==> src/rtl/lrg_pkg.sv <==
package lrg_pkg;

	// generator constants
	localparam int SEED_W  = 31;
	localparam int MULT_W  = 29;
	localparam int PROD_W  = SEED_W + MULT_W;
	localparam int DATA_W  = 32;
	localparam int CMD_W   = 2;

	localparam logic [SEED_W-1:0] LEHMER_MOD  = 31'h7FFF_FFFF;
	localparam logic [MULT_W-1:0] LEHMER_MULT = 29'd397204094;

	// one division cell per bit of the seed
	localparam int NUM_CELLS = SEED_W;

	typedef enum logic [CMD_W-1:0] {
		CMD_DRAW_INT  = 2'd0,
		CMD_DRAW_FRAC = 2'd1,
		CMD_LOAD      = 2'd2,
		CMD_UNUSED    = 2'd3
	} lrg_cmd_t;

	typedef enum logic {
		ST_IDLE,
		ST_FOLD
	} lrg_state_t;

	// payload that moves from cell to cell
	typedef struct packed {
		logic              frac;
		logic [DATA_W-1:0] divisor;
		logic [DATA_W-1:0] rem;
		logic [SEED_W-1:0] dividend;
	} lrg_work_t;

endpackage

==> src/rtl/lrg_mod_cell.sv <==
module lrg_mod_cell (
	input  logic              clk,
	input  logic              arst_n,
	input  logic              en,
	input  logic              in_valid,
	input  lrg_pkg::lrg_work_t in_work,
	output logic              out_valid,
	output lrg_pkg::lrg_work_t out_work
);
	import lrg_pkg::*;

	logic [DATA_W:0]   partial;
	logic [DATA_W+1:0] diff;
	lrg_work_t         next_work;

	// one restoring step: bring in the next dividend bit, subtract if it fits (fraction work keeps its rem)
	always_comb begin
		partial   = {in_work.rem, in_work.dividend[SEED_W-1]};
		diff      = {1'b0, partial} - {2'b00, in_work.divisor};
		next_work = in_work;
		next_work.dividend = {in_work.dividend[SEED_W-2:0], 1'b0};
		if (!in_work.frac) begin
			if (!diff[DATA_W+1]) begin
				next_work.rem = diff[DATA_W-1:0];
			end else begin
				next_work.rem = partial[DATA_W-1:0];
			end
		end
	end

	always_ff @(posedge clk or negedge arst_n) begin
		if (!arst_n) begin
			out_valid <= 1'b0;
		end else if (en) begin
			out_valid <= in_valid;
		end
	end

	always_ff @(posedge clk) begin
		if (en) begin
			out_work <= next_work;
		end
	end

	// partial remainder stays below a nonzero divisor
	a_rem_below_div: assert property (@(posedge clk) disable iff (!arst_n)
		(out_valid && !out_work.frac && out_work.divisor != '0)
			|-> (out_work.rem < out_work.divisor))
		else $error("partial remainder not below divisor");

endmodule

==> config.mk <==
export PLATFORM = sky130hd
export DESIGN_NAME = lrg_mod_cell
export DESIGN_NICKNAME = d
export VERILOG_FILES = /design/src/rtl/lrg_pkg.sv /design/src/rtl/lrg_mod_cell.sv
export SDC_FILE = /design/constraint.sdc
export NUM_CORES = 1
export LEC_CHECK = 0
export ABC_AREA = 1
export BUFFER_PORTS_ARGS = -buffer_cell sky130_fd_sc_hd__buf_2
export CORE_MARGIN = 5
export CORE_UTILIZATION = 57
export CTS_BUF_LIST = sky130_fd_sc_hd__clkbuf_8 sky130_fd_sc_hd__clkbuf_16
export CTS_CLUSTER_DIAMETER = 40
export DETAILED_ROUTE_END_ITERATION = 10
export PLACE_DENSITY = 0.87
export SYNTH_ARGS = -nofsm -noshare
export SYNTH_HDL_FRONTEND = slang
export SYNTH_SLANG_ARGS = --single-unit
==> constraint.sdc <==
create_clock -name clk -period 1.8 [get_ports clk]
set_clock_uncertainty 0.15 [all_clocks]
set_input_delay 0.09 -clock clk [delete_from_list [all_inputs] [get_ports clk]]
set_output_delay 0.09 -clock clk [all_outputs]
set_load 0.03 [all_outputs]
==> flow_summary.json, run 1 <==
{
  "status": "did not finish",
  "stop_stage": "global routing (5_1_grt)",
  "error_line": "[ERROR GRT-0232] Routing congestion too high. Check the congestion heatmap in the GUI.",
  "die_h_um": 116.2,
  "io_pins": 197,
  "synth.most_common_cell": "nand2_1",
  "placementRows": 38,
  "clockRootBuffer": "clkbuf_16",
  "synth-seq-area-share_pct": 44.75,
  "gr-total-overflow": 44,
  "synth-seq-cells": 96,
  "synth_fp_nets": 961,
  "grt.total_usage_pct": 69.22,
  "numCtsBuffers": 9,
  "htreeDepth": 3,
  "initial_core_util_pct": 58.81,
  "hpwl_um": 16800,
  "crit_endpoint": "out_work[49]$_DFFE_PP_/D",
  "detailed_place.area_sq_um": 8667,
  "synth_edf_count": 95,
  "grt_max_degree": 48,
  "async_reset_ff_share_pct": 1.042,
  "gp_congestion": 0.9436,
  "synthTopCellsByCount": "nand2_1, inv_1, edfxtp_1",
  "avgSynthCellArea_sq_um": 7.767,
  "syn_inst": 828,
  "yosys_warnings": 0,
  "port_buffers": 195,
  "ys_top_cells_by_area": "edfxtp_1, nand2_1, inv_1",
  "yosys.area.top_type": "edfxtp_1",
  "numClockSinks": 96,
  "ys.flop_type": "edfxtp_1",
  "netlist_area_sq_um": 6431,
  "fp.dieW_um": 116.2,
  "synth.top_cell.area_share_pct": 44.36,
  "worst_endpoint_kind": "register input",
  "clock_path_buffers": 2,
  "ys_types": 38
}
==> per-layer routing <==
| layer | track usage (%) | GRT overflow |
|---|---|---|
| met5 | 14.81 | 0 |
| met4 | 65.89 | 17 |
| met3 | 56.94 | 2 |
| met2 | 86.73 | 25 |
| met1 | 68.15 | 0 |
==> logic make-up after synthesis <==
kind of cell	count (synthesis)	share of synthesized area, %
other cells	1	0.05831
xor+xnor	14	1.907
flops	96	44.75
mux	1	0.1751
simple gates	449	30.95
fa+ha+maj	33	6.537
compound gates	50	4.222
buf+inv	184	11.40
==> repair_timing <==
action                                 4_1_cts
pin swaps                                    4
endpoints found under the hold margin       69
gates cloned                                 2
setup endpoints to repair                   29
hold buffers                                70
buffers inserted                             2
gates resized for setup                     27
==> through the flow <==
| stage | cells | hold slack (ns) | util, % | worst slack [ns] | TNS [ns] |
|---|---|---|---|---|---|
| 2_1_floorplan | 828 | -0.3556 | - | -0.09044 | -1.099 |
| 3_3_place_gp | 1252 | -0.2860 | 79.26 | -0.3854 | -10.67 |
| 3_5_place_dp | 1252 | -0.2818 | 79.26 | -0.4549 | -12.16 |
| 4_1_cts | 1342 | 0.002130 | 91.13 | -0.05087 | -0.1774 |
==> inputs of run 2 (changes only) <==
--- a/config.mk
+++ b/config.mk
@@ -8,11 +8,9 @@
 export ABC_AREA = 1
 export BUFFER_PORTS_ARGS = -buffer_cell sky130_fd_sc_hd__buf_2
 export CORE_MARGIN = 5
-export CORE_UTILIZATION = 57
-export CTS_BUF_LIST = sky130_fd_sc_hd__clkbuf_8 sky130_fd_sc_hd__clkbuf_16
-export CTS_CLUSTER_DIAMETER = 40
+export CORE_UTILIZATION = 40
 export DETAILED_ROUTE_END_ITERATION = 10
-export PLACE_DENSITY = 0.87
+export PLACE_DENSITY_LB_ADDON = 0.15
 export SYNTH_ARGS = -nofsm -noshare
 export SYNTH_HDL_FRONTEND = slang
 export SYNTH_SLANG_ARGS = --single-unit
==> flow_summary.json, run 2 <==
{
  "numClockSinks": 96,
  "top_regs": "out_work: 95 flops, out_valid: 1 flops",
  "async_reset_ff_share_pct": 1.042,
  "syn_inst": 828,
  "numCtsBuffers": 9,
  "grt_pass1_vias": 6659,
  "synth.top_cell.area_share_pct": 44.36,
  "synth_fp_nets": 961,
  "reg2reg_slack_ns": 0.91,
  "cts_tree": "yes",
  "slew_violations": 0,
  "fp.dieW_um": 136.8,
  "regMostFlops": "out_work",
  "r2r_start": "out_valid",
  "drc": 0,
  "worst-r2r-cell-count": 1,
  "antenna_left": 0,
  "whs_ns": -0.009648,
  "power_density_nw_per_um2": 740.4,
  "design_area_sq_um": 10780,
  "period_share_pct": 102.8,
  "synth-seq-area-share_pct": 44.75,
  "synth.most_common_cell": "nand2_1",
  "detailed_place.area_sq_um": 9005,
  "largest_register_ffs": 95,
  "final_common_cell": "nand2_1",
  "synth_edf_count": 95,
  "stdcell_count": 1465,
  "ys.flop_type": "edfxtp_1",
  "synth-adder-area-share_pct": 6.537,
  "clockRootBuffer": "clkbuf_16",
  "synth_top_family_by_area": "simple AND/OR/NAND/NOR gates",
  "grt_max_degree": 48,
  "cap_violations": 0,
  "dp_slack_ns": -0.4541,
  "yosys.area.top_type": "edfxtp_1",
  "worstSetupPathType": "in2reg",
  "die_h_um": 136.8,
  "start_kind": "primary input",
  "violations": "negative hold slack, negative setup slack",
  "viasPerCell": 4.641,
  "port_buffers": 195,
  "hpwl_um": 15860,
  "period_needed_ns": 1.850,
  "power_mw": 7.983,
  "fmax_mhz": 540.6,
  "netlist_area_sq_um": 6431,
  "via_count": 6799,
  "synthSimpleGateAreaFrac_pct": 30.95,
  "placementRows": 46,
  "avgSynthCellArea_sq_um": 7.767,
  "synth_xor_area_share_pct": 1.907,
  "grt.total_usage_pct": 21.99,
  "crit_fanout": 8,
  "nNetsFinal": 1377,
  "irDropWorstVdd_uv": 443.9,
  "muxShareOfSynthArea_pct": 0.1751,
  "ys_top_cells_by_area": "edfxtp_1, nand2_1, inv_1",
  "clock_path_buffers": 2,
  "worstPathRequired_ns": 1.73,
  "drt_iter0_markers": 301,
  "n_antenna_cell": 0,
  "critical_path_arrival_ns": 1.78,
  "tns_ns": -0.09309,
  "wire_per_inst_um": 14.76,
  "rsz0062_at_grt": "yes",
  "synth_compound_area_share_pct": 4.222,
  "yosys_warnings": 0,
  "synthTopCellsByCount": "nand2_1, inv_1, edfxtp_1",
  "gp_congestion": 0.9373,
  "mostFrequentLayoutCells": "nand2_1, buf_2, inv_1, buf_4, edfxtp_1",
  "coreArea_sq_um": 15830,
  "grt_pass1_wl_um": 32240,
  "nFillCells": 1356,
  "worst_slack_ns": -0.04972,
  "antenna_found_initial": 1,
  "clkTransAtPathRegs_ns": 0.08,
  "synth-seq-cells": 96,
  "drt-total-wl_um": 21620,
  "cp-endpoint": "out_work[50]",
  "clk_latency_ns": 0.35,
  "worstSetupEndpointType": "flop",
  "dp.cells": 1357,
  "hold_violations": 1,
  "drive_gt1_share_pct": 39.47,
  "status": "finished, violations left",
  "first_pass_iters": 5,
  "syn_to_final_growth_pct": 67.65,
  "die_area_sq_um": 18710,
  "min_from": "in_work[33]",
  "ys_types": 38,
  "io_pins": 197,
  "gr-total-overflow": 0,
  "setup_viol": 5,
  "htreeDepth": 3,
  "p_leak_nw": 5.416,
  "crit_start": "in_work[93]",
  "reg2reg_to": "out_valid",
  "initial_core_util_pct": 40.63,
  "holdCritPathClass": "in2reg"
}
## run 2: cell type report
class	count	area (sq um)	area share, %
Clock inverter	6	137.6	1.277
Clock buffer	10	229.0	2.124
Multi-Input combinational cell	548	3498	32.45
Inverter	167	644.4	5.977
Tap cell	216	270.3	2.507
Timing Repair Buffer	422	3124	28.98
Sequential cell	96	2878	26.69
## run 2: power by group
part           total [mW]  switching [mW]  leakage [nW]  internal (mW)
registers            2.74          0.0466         0.941           2.70
logic                2.82            1.60          4.30           1.22
clock network        2.42           0.906         0.178           1.51
total                7.98            2.55          5.42           5.43
## run 2: metal layers
metal,GRT usage (%),share of wire [%],wire (um),up-vias
met5,0,0.092,20,-
met4,4.823,1.4,309,2
met3,4.081,6.6,1434,25
met2,36.97,47,10130,199
met1,29.65,45,9733,3111
li1,-,-,-,3462
## run 2: repair_timing
action,4_1_cts,5_1_grt
setup buffers,0,6
endpoints found under the hold margin,82,0
endpoints found under the setup margin,19,32
hold buffers,83,0
gates cloned,0,4
resized for setup,12,91
pin swaps,1,28
## run 2: per-stage QoR
step	hold WS, ns	utilization [%]
global route	0.01274	68.12
CTS	0.001085	64.82
global placement	-0.2853	56.89
detailed placement	-0.2832	56.89
finish	-0.009648	68.12
floorplan	-0.3556	-
## run 2: kinds of logic after synthesis
family,after synthesis
fa+ha+maj,33
flops,96
other cells,1
mux,1
xor+xnor,14
simple gates,449
compound gates,50
buf+inv,184
## run 2: worst max-delay path: stages
cell and delay (ns):
buf_8 0.07, inv_4 0.03, ha_4 0.28, nand2_4 0.06, nor3_4 0.20, nand2_2 0.11, buf_6 0.13, a21oi_4 0.12
nor2_4 0.05, buf_12 0.13, nand2_8 0.11, buf_12 0.14, nand2_1 0.07, nand3_1 0.07, o21ai_0 0.09
## run 2: how the worst min path moves through the flow
stage                   end  slack (ns)  cells past startpoint
3_3_place_gp      out_valid       -0.29                      1
2_1_floorplan     out_valid       -0.36                      0
3_5_place_dp      out_valid       -0.28                      1
6_report       out_work[33]       -0.01                      3
5_1_grt        out_work[32]        0.01                      3
4_1_cts        out_work[32]       0.001                      3
Power figures use the tool's default switching activity.
